## src/rtl/core/qsep_pkg.sv

```systemverilog
// Shared types, codes and character constants for the quoted-string entry parser.
package qsep_pkg;

   // Default number of tag bytes that the tag buffer can hold.
   localparam int TAG_CAPACITY_DEFAULT = 15;

   // Length of the tag text that clears a pending tag.
   localparam int NO_TR_LEN = 14;

   // Tag text that clears a pending tag when a newline follows it.
   localparam logic [7:0] NO_TR_TEXT [NO_TR_LEN] = '{
      8'h4E, 8'h6F, 8'h20, 8'h74, 8'h72, 8'h61, 8'h6E,
      8'h73, 8'h6C, 8'h61, 8'h74, 8'h69, 8'h6F, 8'h6E
   };

   // Characters that the parser reacts to.
   localparam logic [7:0] CH_TAB    = 8'h09;
   localparam logic [7:0] CH_LF     = 8'h0A;
   localparam logic [7:0] CH_CR     = 8'h0D;
   localparam logic [7:0] CH_ESC    = 8'h1B;
   localparam logic [7:0] CH_BEL    = 8'h07;
   localparam logic [7:0] CH_QUOTE  = 8'h22;
   localparam logic [7:0] CH_HASH   = 8'h23;
   localparam logic [7:0] CH_ZERO   = 8'h30;
   localparam logic [7:0] CH_SEVEN  = 8'h37;
   localparam logic [7:0] CH_COLON  = 8'h3A;
   localparam logic [7:0] CH_BSLASH = 8'h5C;
   localparam logic [7:0] CH_LOW_A  = 8'h61;
   localparam logic [7:0] CH_LOW_E  = 8'h65;
   localparam logic [7:0] CH_LOW_N  = 8'h6E;
   localparam logic [7:0] CH_LOW_R  = 8'h72;
   localparam logic [7:0] CH_LOW_T  = 8'h74;

   // Parser modes, one-hot.
   typedef enum logic [8:0] {
      MODE_LINE     = 9'b000000001,
      MODE_COMMENT  = 9'b000000010,
      MODE_STRING   = 9'b000000100,
      MODE_ESCAPE   = 9'b000001000,
      MODE_OCTAL    = 9'b000010000,
      MODE_TAG      = 9'b000100000,
      MODE_DONE     = 9'b001000000,
      MODE_ERROR    = 9'b010000000,
      MODE_ERROR_NL = 9'b100000000
   } mode_type;

   // Result kinds.
   typedef enum logic [3:0] {
      KIND_NONE        = 4'd0,
      KIND_STR         = 4'd1,
      KIND_TAG         = 4'd2,
      KIND_TAG_END     = 4'd3,
      KIND_DONE        = 4'd4,
      KIND_BLANK       = 4'd5,
      KIND_SYNTAX      = 4'd6,
      KIND_BAD_TAG     = 4'd7,
      KIND_JUNK        = 4'd8,
      KIND_BAD_ESC     = 4'd9,
      KIND_UNEXP_END   = 4'd10,
      KIND_CLEAN_END   = 4'd11,
      KIND_TAG_CLEARED = 4'd12
   } kind_type;

   // One result word.
   typedef struct packed {
      kind_type   kind;
      logic [7:0] data;
      logic [3:0] len;
      logic       last;
   } res_type;

   // ASCII letter or digit.
   function automatic logic is_alnum(input logic [7:0] c);
      is_alnum = (c >= 8'h30 && c <= 8'h39) || (c >= 8'h41 && c <= 8'h5A) ||
                 (c >= 8'h61 && c <= 8'h7A);
   endfunction

   // ASCII white space: space, tab, LF, VT, FF, CR.
   function automatic logic is_space(input logic [7:0] c);
      is_space = (c == 8'h20) || (c >= 8'h09 && c <= 8'h0D);
   endfunction

endpackage

```

## src/rtl/core/quoted_string_entry_parser.sv

```systemverilog
// Top level of the quoted-string entry parser: parse state, tag buffer and result queue.
//
// Takes a text file one byte word per cycle and returns parse results (string bytes, tag
// bytes, entry ends and error reports) in order. Each input word is decoded in the cycle
// it is accepted and gives zero, one or two results, which enter a three-slot result queue;
// rsp_last_of_run marks the final result of a word. A word is accepted whenever the queue
// holds at most one result, so the block takes one word every cycle as long as each word
// gives at most one result and the output side is not stalled; a word that gives two
// results (a closing octal escape, or end of input inside one) stalls the input until the
// queue holds at most one result again. Results are registered in the queue before output.
module quoted_string_entry_parser #(
   parameter int TAG_CAPACITY = qsep_pkg::TAG_CAPACITY_DEFAULT
) (
   input  logic       clock,
   input  logic       reset,
   input  logic       req_valid,
   output logic       req_stall,
   input  logic [7:0] req_in_byte,
   input  logic       req_end_of_input,
   input  logic       req_abort_on_blank,
   output logic       rsp_valid,
   input  logic       rsp_stall,
   output logic [3:0] rsp_kind,
   output logic [7:0] rsp_out_byte,
   output logic [3:0] rsp_tag_length,
   output logic       rsp_last_of_run
);

   localparam int CountWidth = $clog2(TAG_CAPACITY);

   logic                  accept;
   logic                  room;
   logic                  tag_match;
   logic                  tag_wr_en;
   logic [CountWidth-1:0] tag_count;
   logic [1:0]            res_num;
   logic [1:0]            push_num;
   qsep_pkg::res_type     res0, res1, head;

   // Input handshake.
   assign req_stall = !room;
   assign accept    = req_valid && room;
   assign push_num  = accept ? res_num : 2'd0;

   qsep_parse #(
      .TAG_CAPACITY (TAG_CAPACITY)
   ) u_parse (
      .clock          (clock),
      .reset          (reset),
      .accept         (accept),
      .in_byte        (req_in_byte),
      .end_of_input   (req_end_of_input),
      .abort_on_blank (req_abort_on_blank),
      .tag_match      (tag_match),
      .tag_count      (tag_count),
      .tag_wr_en      (tag_wr_en),
      .res0           (res0),
      .res1           (res1),
      .res_num        (res_num)
   );

   qsep_tag_store #(
      .TAG_CAPACITY (TAG_CAPACITY)
   ) u_tag_store (
      .clock     (clock),
      .wr_en     (tag_wr_en),
      .tag_count (tag_count),
      .wr_data   (req_in_byte),
      .tag_match (tag_match)
   );

   qsep_rsp_queue u_rsp_queue (
      .clock     (clock),
      .reset     (reset),
      .push_num  (push_num),
      .push0     (res0),
      .push1     (res1),
      .rsp_stall (rsp_stall),
      .rsp_valid (rsp_valid),
      .head      (head),
      .room      (room)
   );

   // Result word fields.
   assign rsp_kind        = head.kind;
   assign rsp_out_byte    = head.data;
   assign rsp_tag_length  = head.len;
   assign rsp_last_of_run = head.last;

endmodule

```

## src/rtl/core/qsep_tag_store.sv

```systemverilog
// Tag byte buffer with the compare against the tag-clearing text.
module qsep_tag_store #(
   parameter int TAG_CAPACITY = qsep_pkg::TAG_CAPACITY_DEFAULT,
   localparam int CountWidth = $clog2(TAG_CAPACITY)
) (
   input  logic                  clock,
   input  logic                  wr_en,
   input  logic [CountWidth-1:0] tag_count,
   input  logic [7:0]            wr_data,
   output logic                  tag_match
);

   logic [7:0] bytes_ff [TAG_CAPACITY];
   logic       text_eq;

   // Tag bytes are written at the current count; an unwritten entry never decides the match.
   always_ff @(posedge clock) begin
      if (wr_en) begin
         bytes_ff[tag_count] <= wr_data;
      end
   end

   // The first entries must spell the clearing text exactly.
   always_comb begin
      text_eq = 1'b1;
      for (int k = 0; k < qsep_pkg::NO_TR_LEN; k++) begin
         if (bytes_ff[k] != qsep_pkg::NO_TR_TEXT[k]) begin
            text_eq = 1'b0;
         end
      end
   end

   assign tag_match = (tag_count == CountWidth'(qsep_pkg::NO_TR_LEN)) && text_eq;

endmodule

```

## src/rtl/core/qsep_parse.sv

```systemverilog
// Parse state registers and the per-word decode that yields up to two results.
module qsep_parse #(
   parameter int TAG_CAPACITY = qsep_pkg::TAG_CAPACITY_DEFAULT,
   localparam int CountWidth = $clog2(TAG_CAPACITY)
) (
   input  logic                    clock,
   input  logic                    reset,
   input  logic                    accept,
   input  logic [7:0]              in_byte,
   input  logic                    end_of_input,
   input  logic                    abort_on_blank,
   input  logic                    tag_match,
   output logic [CountWidth-1:0]   tag_count,
   output logic                    tag_wr_en,
   output qsep_pkg::res_type       res0,
   output qsep_pkg::res_type       res1,
   output logic [1:0]              res_num
);

   qsep_pkg::mode_type    mode_ff, mode_in, cur_mode;
   logic [CountWidth-1:0] count_ff, count_in;
   logic [7:0]            octal_ff, octal_in;
   logic                  handle;
   logic                  pre_valid;
   logic                  main_valid;
   qsep_pkg::kind_type    main_kind;
   logic [7:0]            main_data;
   logic [3:0]            main_len;
   logic                  wr_req;
   logic                  is_digit;

   assign is_digit = (in_byte >= qsep_pkg::CH_ZERO) && (in_byte <= qsep_pkg::CH_SEVEN);

   // Next-state and result decode for one word.
   always_comb begin
      mode_in    = mode_ff;
      count_in   = count_ff;
      octal_in   = octal_ff;
      cur_mode   = mode_ff;
      handle     = 1'b0;
      pre_valid  = 1'b0;
      main_valid = 1'b0;
      main_kind  = qsep_pkg::KIND_NONE;
      main_data  = 8'h00;
      main_len   = 4'h0;
      wr_req     = 1'b0;

      if (end_of_input) begin
         // End of file flushes a pending octal byte and closes the entry.
         pre_valid  = (mode_ff == qsep_pkg::MODE_OCTAL);
         main_valid = 1'b1;
         main_kind  = (mode_ff == qsep_pkg::MODE_LINE) ? qsep_pkg::KIND_CLEAN_END :
                                                         qsep_pkg::KIND_UNEXP_END;
         mode_in    = qsep_pkg::MODE_LINE;
         count_in   = '0;
         octal_in   = 8'h00;
      end else begin
         handle = 1'b1;
         // Octal digits accumulate; any other byte emits the value and is reparsed.
         if (mode_ff == qsep_pkg::MODE_OCTAL) begin
            if (is_digit) begin
               octal_in = {octal_ff[4:0], in_byte[2:0]};
               handle   = 1'b0;
            end else begin
               pre_valid = 1'b1;
               octal_in  = 8'h00;
               cur_mode  = qsep_pkg::MODE_STRING;
               mode_in   = qsep_pkg::MODE_STRING;
            end
         end

         // Carriage returns are dropped everywhere else.
         if (handle && in_byte != qsep_pkg::CH_CR) begin
            unique case (cur_mode)
               qsep_pkg::MODE_LINE: begin
                  if (in_byte == qsep_pkg::CH_HASH) begin
                     mode_in = qsep_pkg::MODE_COMMENT;
                  end else if (in_byte == qsep_pkg::CH_QUOTE) begin
                     mode_in = qsep_pkg::MODE_STRING;
                  end else if (in_byte == qsep_pkg::CH_LF && abort_on_blank) begin
                     mode_in    = qsep_pkg::MODE_LINE;
                     count_in   = '0;
                     octal_in   = 8'h00;
                     main_valid = 1'b1;
                     main_kind  = qsep_pkg::KIND_BLANK;
                  end else if (count_ff == '0 && qsep_pkg::is_alnum(in_byte)) begin
                     wr_req     = 1'b1;
                     count_in   = CountWidth'(1);
                     mode_in    = qsep_pkg::MODE_TAG;
                     main_valid = 1'b1;
                     main_kind  = qsep_pkg::KIND_TAG;
                     main_data  = in_byte;
                  end else if (!qsep_pkg::is_space(in_byte)) begin
                     mode_in    = qsep_pkg::MODE_ERROR;
                     main_valid = 1'b1;
                     main_kind  = qsep_pkg::KIND_SYNTAX;
                  end
               end
               qsep_pkg::MODE_COMMENT: begin
                  if (in_byte == qsep_pkg::CH_LF) begin
                     mode_in = qsep_pkg::MODE_LINE;
                  end
               end
               qsep_pkg::MODE_STRING: begin
                  if (in_byte == qsep_pkg::CH_BSLASH) begin
                     mode_in = qsep_pkg::MODE_ESCAPE;
                  end else if (in_byte == qsep_pkg::CH_QUOTE) begin
                     mode_in = qsep_pkg::MODE_DONE;
                  end else begin
                     main_valid = 1'b1;
                     main_kind  = qsep_pkg::KIND_STR;
                     main_data  = in_byte;
                  end
               end
               qsep_pkg::MODE_ESCAPE: begin
                  mode_in    = qsep_pkg::MODE_STRING;
                  main_valid = 1'b1;
                  main_kind  = qsep_pkg::KIND_STR;
                  unique case (in_byte) inside
                     qsep_pkg::CH_LOW_N: main_data = qsep_pkg::CH_LF;
                     qsep_pkg::CH_LOW_R: main_data = qsep_pkg::CH_CR;
                     qsep_pkg::CH_LOW_T: main_data = qsep_pkg::CH_TAB;
                     qsep_pkg::CH_LOW_E: main_data = qsep_pkg::CH_ESC;
                     qsep_pkg::CH_LOW_A: main_data = qsep_pkg::CH_BEL;
                     qsep_pkg::CH_HASH, qsep_pkg::CH_QUOTE, qsep_pkg::CH_BSLASH: begin
                        main_data = in_byte;
                     end
                     qsep_pkg::CH_LF: begin
                        // Line continuation gives nothing.
                        main_valid = 1'b0;
                     end
                     qsep_pkg::CH_ZERO: begin
                        main_valid = 1'b0;
                        octal_in   = 8'h00;
                        mode_in    = qsep_pkg::MODE_OCTAL;
                     end
                     default: begin
                        main_kind = qsep_pkg::KIND_BAD_ESC;
                        main_data = in_byte;
                     end
                  endcase
               end
               qsep_pkg::MODE_TAG: begin
                  main_valid = 1'b1;
                  if (in_byte == qsep_pkg::CH_COLON) begin
                     mode_in   = qsep_pkg::MODE_LINE;
                     main_kind = qsep_pkg::KIND_TAG_END;
                  end else if (in_byte == qsep_pkg::CH_LF && tag_match) begin
                     count_in  = '0;
                     mode_in   = qsep_pkg::MODE_LINE;
                     main_kind = qsep_pkg::KIND_TAG_CLEARED;
                  end else begin
                     wr_req = 1'b1;
                     // A full buffer or a stray character ends the tag in error.
                     if (count_ff == CountWidth'(TAG_CAPACITY - 1) ||
                         (!qsep_pkg::is_alnum(in_byte) && !qsep_pkg::is_space(in_byte))) begin
                        count_in  = '0;
                        mode_in   = qsep_pkg::MODE_ERROR;
                        main_kind = qsep_pkg::KIND_BAD_TAG;
                     end else begin
                        count_in  = count_ff + 1'b1;
                        main_kind = qsep_pkg::KIND_TAG;
                        main_data = in_byte;
                     end
                  end
               end
               qsep_pkg::MODE_DONE: begin
                  if (in_byte == qsep_pkg::CH_LF) begin
                     mode_in    = qsep_pkg::MODE_LINE;
                     count_in   = '0;
                     octal_in   = 8'h00;
                     main_valid = 1'b1;
                     main_kind  = qsep_pkg::KIND_DONE;
                     main_len   = (32'(count_ff) > 32'd15) ? 4'hF : 4'(count_ff);
                  end else if (!qsep_pkg::is_space(in_byte)) begin
                     mode_in    = qsep_pkg::MODE_ERROR;
                     main_valid = 1'b1;
                     main_kind  = qsep_pkg::KIND_JUNK;
                  end
               end
               qsep_pkg::MODE_ERROR: begin
                  if (in_byte == qsep_pkg::CH_LF) begin
                     mode_in = qsep_pkg::MODE_ERROR_NL;
                  end
               end
               qsep_pkg::MODE_ERROR_NL: begin
                  mode_in = (in_byte == qsep_pkg::CH_LF) ? qsep_pkg::MODE_LINE :
                                                           qsep_pkg::MODE_ERROR;
               end
               default: begin
                  mode_in = qsep_pkg::MODE_LINE;
               end
            endcase
         end
      end
   end

   // Pack the results in order; the octal byte always comes first.
   always_comb begin
      res0      = '0;
      res1      = '0;
      res0.kind = qsep_pkg::KIND_NONE;
      res1.kind = qsep_pkg::KIND_NONE;
      if (pre_valid) begin
         res0.kind = qsep_pkg::KIND_STR;
         res0.data = octal_ff;
         res0.last = !main_valid;
         res1.kind = main_kind;
         res1.data = main_data;
         res1.len  = main_len;
         res1.last = 1'b1;
      end else begin
         res0.kind = main_kind;
         res0.data = main_data;
         res0.len  = main_len;
         res0.last = 1'b1;
      end
      res_num = {1'b0, pre_valid} + {1'b0, main_valid};
   end

   // Parse state updates on each accepted word.
   always_ff @(posedge clock) begin
      if (reset) begin
         mode_ff  <= qsep_pkg::MODE_LINE;
         count_ff <= '0;
         octal_ff <= 8'h00;
      end else if (accept) begin
         mode_ff  <= mode_in;
         count_ff <= count_in;
         octal_ff <= octal_in;
      end
   end

   assign tag_count = count_ff;
   assign tag_wr_en = accept && wr_req;

endmodule

```

## src/rtl/core/qsep_rsp_queue.sv

```systemverilog
// Three-slot result queue: up to two results in a cycle, one out unless stalled.
module qsep_rsp_queue (
   input  logic              clock,
   input  logic              reset,
   input  logic [1:0]        push_num,
   input  qsep_pkg::res_type push0,
   input  qsep_pkg::res_type push1,
   input  logic              rsp_stall,
   output logic              rsp_valid,
   output qsep_pkg::res_type head,
   output logic              room
);

   qsep_pkg::res_type slot_ff [3];
   qsep_pkg::res_type slot_in [3];
   qsep_pkg::res_type shifted [3];
   logic [1:0]        count_ff, count_in;
   logic [1:0]        base;
   logic              pop;

   assign pop       = (count_ff != 2'd0) && !rsp_stall;
   assign base      = count_ff - {1'b0, pop};
   assign rsp_valid = (count_ff != 2'd0);
   assign head      = slot_ff[0];
   // Two free slots guarantee space for the largest result pair.
   assign room      = (count_ff <= 2'd1);

   // Shift out the taken result, then append the new ones behind the rest.
   always_comb begin
      shifted[0] = pop ? slot_ff[1] : slot_ff[0];
      shifted[1] = pop ? slot_ff[2] : slot_ff[1];
      shifted[2] = slot_ff[2];
      for (int i = 0; i < 3; i++) begin
         slot_in[i] = shifted[i];
         if (push_num != 2'd0 && base == 2'(i)) begin
            slot_in[i] = push0;
         end
         if (push_num == 2'd2 && base + 2'd1 == 2'(i)) begin
            slot_in[i] = push1;
         end
      end
      count_in = base + push_num;
   end

   // Result payload needs no reset.
   always_ff @(posedge clock) begin
      for (int i = 0; i < 3; i++) begin
         slot_ff[i] <= slot_in[i];
      end
   end

   // Fill count.
   always_ff @(posedge clock) begin
      if (reset) begin
         count_ff <= 2'd0;
      end else begin
         count_ff <= count_in;
      end
   end

endmodule

```

## config.mk

```make
export PLATFORM = sky130hd
export DESIGN_NAME = quoted_string_entry_parser
export DESIGN_NICKNAME = d
export VERILOG_FILES = /design/src/rtl/core/qsep_pkg.sv /design/src/rtl/core/quoted_string_entry_parser.sv /design/src/rtl/core/qsep_tag_store.sv /design/src/rtl/core/qsep_parse.sv /design/src/rtl/core/qsep_rsp_queue.sv
export SDC_FILE = /design/constraint.sdc
export NUM_CORES = 1
export LEC_CHECK = 0
export BUFFER_PORTS_ARGS = -buffer_cell sky130_fd_sc_hd__buf_2
export CAP_MARGIN = 20
export CORE_MARGIN = 2
export CORE_UTILIZATION = 50
export CTS_BUF_LIST = sky130_fd_sc_hd__clkbuf_4 sky130_fd_sc_hd__clkbuf_8 sky130_fd_sc_hd__clkbuf_16
export CTS_CLUSTER_DIAMETER = 150
export DETAILED_ROUTE_END_ITERATION = 8
export PLACE_DENSITY = 0.67
export SYNTH_ARGS = -nofsm -noshare
export SYNTH_HDL_FRONTEND = slang
export SYNTH_SLANG_ARGS = --single-unit
```

## constraint.sdc

```tcl
create_clock -name clock -period 6.1 [get_ports clock]
set_input_delay 0.915 -clock clock [delete_from_list [all_inputs] [get_ports clock]]
set_output_delay 0.915 -clock clock [all_outputs]
set_load 0.02 [all_outputs]
```

### Word-level counts from Yosys, hierarchy flattened

Memories as Yosys holds them, arrays and structs flattened.
Index checks and enable logic that the tools add are counted.

* bits in registers: 23
* bits in writable memories: 171
* bits of input ports: 14
* memories kept: 2

* add/subtract/negate cells: 5
* order comparisons: 10
* equality and inequality tests: 48
* multiplexer cells: 131
* reduce and logical (&&, ||, !) cells: 39

Memories
* u_tag_store.bytes_ff: words 15, width 8, read ports 14, clocked after Yosys merged registers in 0, write ports 1, RTL line qsep_tag_store.sv:13 `logic [7:0] bytes_ff [TAG_CAPACITY];`
* u_rsp_queue.slot_ff: words 3, width 17, read ports 3, clocked after Yosys merged registers in 0, write ports 3, RTL line qsep_rsp_queue.sv:14 `qsep_pkg::res_type slot_ff [3];`

Operator list (count)
* $mux 8: 21
* $mux 9: 18
* $mux 17: 9
* $mux 4: 27
* $ne 8x7->1 const B: 13
* $pmux 9 s8: 1
* $eq 8x7->1 const B: 6
* $pmux 8 s6: 1
* $mux 1: 43
* $eq 8x6->1 const B: 5
* $pmux 8 s4: 1
* $pmux 8 s3: 1
* $logic_and 1x1->1: 20
* $pmux 4 s5: 1
* $eq 9x1->1 const B: 2
* $ge 8x7->1 const B: 2
* $le 8x6->1 const B: 2
* $le 8x7->1 const B: 2
* $mux 12: 1
* $pmux 4 s3: 1
* $reduce_or 10->1: 1
* $eq 9x2->1 const B: 1
* $eq 9x3->1 const B: 1
* $eq 9x4->1 const B: 1
* other kinds (36): 52

### Depth between registers and ports, before layout

An unclocked memory read counts as a cell.

* word-level depth: 26
* depth in mapped cells: 18
* mapped depth without buffers: 16

### By module

A second synthesis with hierarchy kept.

* cells, all modules: 736
* area total of the unflattened synthesis: 9018.6 sq um

By module, submodules not included
* qsep_tag_store: instances 1, cells an instance 176, area an instance 3788.6 sq um, sequential area each 3363.2 sq um
* qsep_rsp_queue: instances 1, cells an instance 217, area an instance 2791.4 sq um, sequential area each 1571.5 sq um
* qsep_parse: instances 1, cells an instance 339, area an instance 2414.8 sq um, sequential area each 420.4 sq um
* quoted_string_entry_parser: instances 1, cells an instance 4, area an instance 23.8 sq um, sequential area each 0.0 sq um

### Least setup slack after synthesis

No wires, ideal clock.

* path type: input to register
* from: input port req_in_byte[5]
* to: memory u_rsp_queue.slot_ff[0][17] in the netlist's numbering (enable)
* setup time: 0.374 ns
* data arrival time: 4.340 ns
* data required time: 5.726 ns
* path slack: 1.387 ns
* stages on the path: 14
* path buffers: 3
* cell sequence: buf_4 or3b_1 buf_6 o2111ai_1 a211oi_2 and2_0 buf_2 o41ai_1 nand2_1 ha_1 nor2_1 nor4_1 nor2_1 nand2_1

RTL lines
* from (decl): RTL line quoted_string_entry_parser.sv:18 `input logic [7:0] req_in_byte,`
* to (decl): RTL line qsep_rsp_queue.sv:14

==> results.yml <==
drt:
  drt-total-wl_mm: 23.9
  viasPerCell: 6.48
  wl_per_cell_um: 22.6
  vias: 6861
  drc: 0
  drt_iter0_markers: 734
  antenna_left: 0
  dr.pass1.iters: 5
placed_design:
  dpl.cell_count: 1026
  io_buffers: 32
  gp_congestion: 0.943
  place_ws_ps: 689
  hpwl_mm: 16.8
cts:
  clockRootBuffer: "clkbuf_16"
  clock_latency_ps: 440
  cts_max_level: 4
  postCtsSetupRepairBufs: 0
  cts_buffers: 17
  cts.repair.resized: 0
  clk_pin_slew_ps: 70
  cts_buffer_depth: 2
  hold_buffers: 0
  clock-sinks: 186
  tritoncts: "yes"
layout:
  multi_input_area_mm2: 0.00342
  seq_area_mm2: 0.00536
  syn_to_final_growth_pct: 10.8
  drive_gt1_share_pct: 12.3
  stdcell_count: 1059
  finalNetCount: 839
  fillers: 1476
  antennaDiodeCount: 0
global_routing:
  grt.total_usage_pct: 25.3
  antenna_found_initial: 0
  grt_max_degree: 41
  grt_pass1_vias: 6647
  grt_pass1_wl_mm: 37.6
  grt.overflow.total: 0
die:
  die_area_mm2: 0.0191
  initial_core_util_pct: 50.5
  core_mm2: 0.0178
  num_rows: 49
  io_pins: 33
  die_height_um: 138
  dieWidth_um: 138
setup_path:
  crit_top_cell: "nor2_1"
  crit_chain: "buf_2, nand2b_1, a2111oi_2, nor2_1, o21ai_0, a22oi_1, o41ai_1, nand2_1, ha_1, nor2_1, or4_1, nor2_1, nor2_1, o21ai_1"
  max_stage_delay_ps: 690
  cp.required_ps: 6380
  path_max_fanout: 40
  worst_ep_arrival_time_ps: 5380
  cp_slowest_cell: "or4_1"
  end_kind: "flop"
  start_kind: "input port"
  crit_type: "input port to flop"
power:
  leakage_nw: 3.32
  ir_worst_vdd_mv: 0.202
  power_density_mw_per_mm2: 335
  power_mw: 3.35
run_status:
  status: "finished clean"
hold_path:
  min_path_type: "flop to flop"
yosys:
  syn_area_mm2: 0.00900
  yosys_register_bits: 186
  synth_nets: 813
  synth-async-reset-ratio_pct: 0
  syn_inst: 792
  postSynthAreaPerCell_um2: 11.4
  yosysWarnings: 0
  synth.distinct_cells: 80
  synth_edf_count: 163
  yosysSeqAreaShare_pct: 59.5
  synth_ff_type: "edfxtp_1"
timing:
  fmax_ghz: 0.196
  fin_crit_sh_pct: 83.7
  rsz0062_at_grt: "false"
  drv_slew: 0
  maxSlewHeadroom_pct: 29.0
  worst_pin_slew_ps: 1040
  timing.final.setup_violations: 0
  fin_worst_skew_ps: 10.2
  fin_ws_ps: 995
  hold_viol_final: 0
  tns_ps: 0
  period_needed_ps: 5110
flow_run:
  drv_cap: 0
kinds of logic after synthesis:
kind of cell / Yosys count / synth area share [%]
AOI/OAI and AO/OA: 199 / 15.4
xor gates and xnor gates: 7 / 0.681
adders and majority gates: 8 / 1.08
buffers and inverters: 56 / 2.68
DFF: 186 / 59.5
muxes: 2 / 0.222
and+or+nand+nor: 334 / 20.5
path summary, 6_finish.rpt:
check / startpoint / end / slack [ps] / cells after the start
max: req_in_byte[1] / u_rsp_queue.slot_ff[0][16]$_DFFE_PP_ / 990 / 14
min: u_parse.mode_ff[8]$_SDFFE_PP0P_ / u_parse.mode_ff[8]$_SDFFE_PP0P_ / 540 / 2
max reg2reg: u_parse.mode_ff[6]$_SDFFE_PP0P_ / u_rsp_queue.slot_ff[0][23]$_DFFE_PP_ / 1220 / 14
min reg2reg: u_parse.mode_ff[8]$_SDFFE_PP0P_ / u_parse.mode_ff[8]$_SDFFE_PP0P_ / 540 / 2
synth_stat cells, types with 11 or more instances:
cell type  count  area, µm²
edfxtp_1     163       4890
nor2_1        72        270
nand2_1       71        267
a21oi_1       45        225
nand3_1       43        215
o21ai_0       37        185
clkbuf_1      32        120
dfxtp_1       23        460
nor3_1        20        100
inv_1         14       52.6
nand4_1       13       81.3
nor4_1        12       75.1
nor4bb_1      12        120
a22o_1        11       96.3
nand2b_1      11       68.8
critical path: cells and delay by family:
family / cells / cell delay [ps]
adder cells (fa/ha/maj): 1 / 410
buffers and inverters: 1 / 550
AO/OA/AOI/OAI: 5 / 1390
AND/OR/NAND/NOR: 7 / 2090
report_power, final:
part	switching (mW)	internal [mW]	leakage (nW)
combinational	0.466	0.201	1.37
clock	0.471	0.609	0.276
sequential	0.0431	1.56	1.67
cell usage in the layout (no fill, tap or decap), drive strengths merged, types with 7 or more instances in the layout:
cell type,n
edfxtp,163
nor2,74
nand2,71
buf,47
a21oi,45
nand3,43
o21ai,42
dfxtp,23
nor3,22
clkbuf,20
inv,18
nor4,14
nand4,13
nor4bb,12
nand2b,11
a22o,11
nor4b,10
or3,10
a32oi,10
a22oi,10
o31ai,10
o22ai,8
or2,8
and2,8
xnor2,7
and4b,7
a21o,7
ha,7
area by class of cell:
| class | instances | area share [%] |
|---|---|---|
| multi-input cells | 550 | 34.3 |
| well taps | 229 | 2.87 |
| clock inverters | 13 | 1.43 |
| clock buffers | 18 | 4.34 |
| inverters | 14 | 0.527 |
| flip-flops and latches | 186 | 53.7 |
| repair buffers | 49 | 2.88 |
routing by layer:
metal	vias to the layer above	global-route usage, %	wire length [µm]
li1	3143	-	-
met1	3327	33.2	9880
met2	341	42.1	11800
met3	50	4.99	1670
met4	0	9.45	612
met5	-	0	0
sequential cells by signal, indices dropped and copies added, names as in the netlist:
register              flops
u_rsp_queue.count_ff      2
u_parse.mode_ff           9
u_rsp_queue.slot_ff      51
u_parse.octal_ff          8
u_parse.tag_count         4
u_tag_store.bytes_ff    112
metrics by stage:
step	hold slack (ps)	area, µm²	util, %
floorplan	488	9000	-
global placement	520	9380	52.6
detailed placement	530	9390	52.6
CTS	540	9960	55.8
global route	575	9980	55.9
finish	536	9980	55.9
No activity file was read; power rests on OpenSTA's default activity.
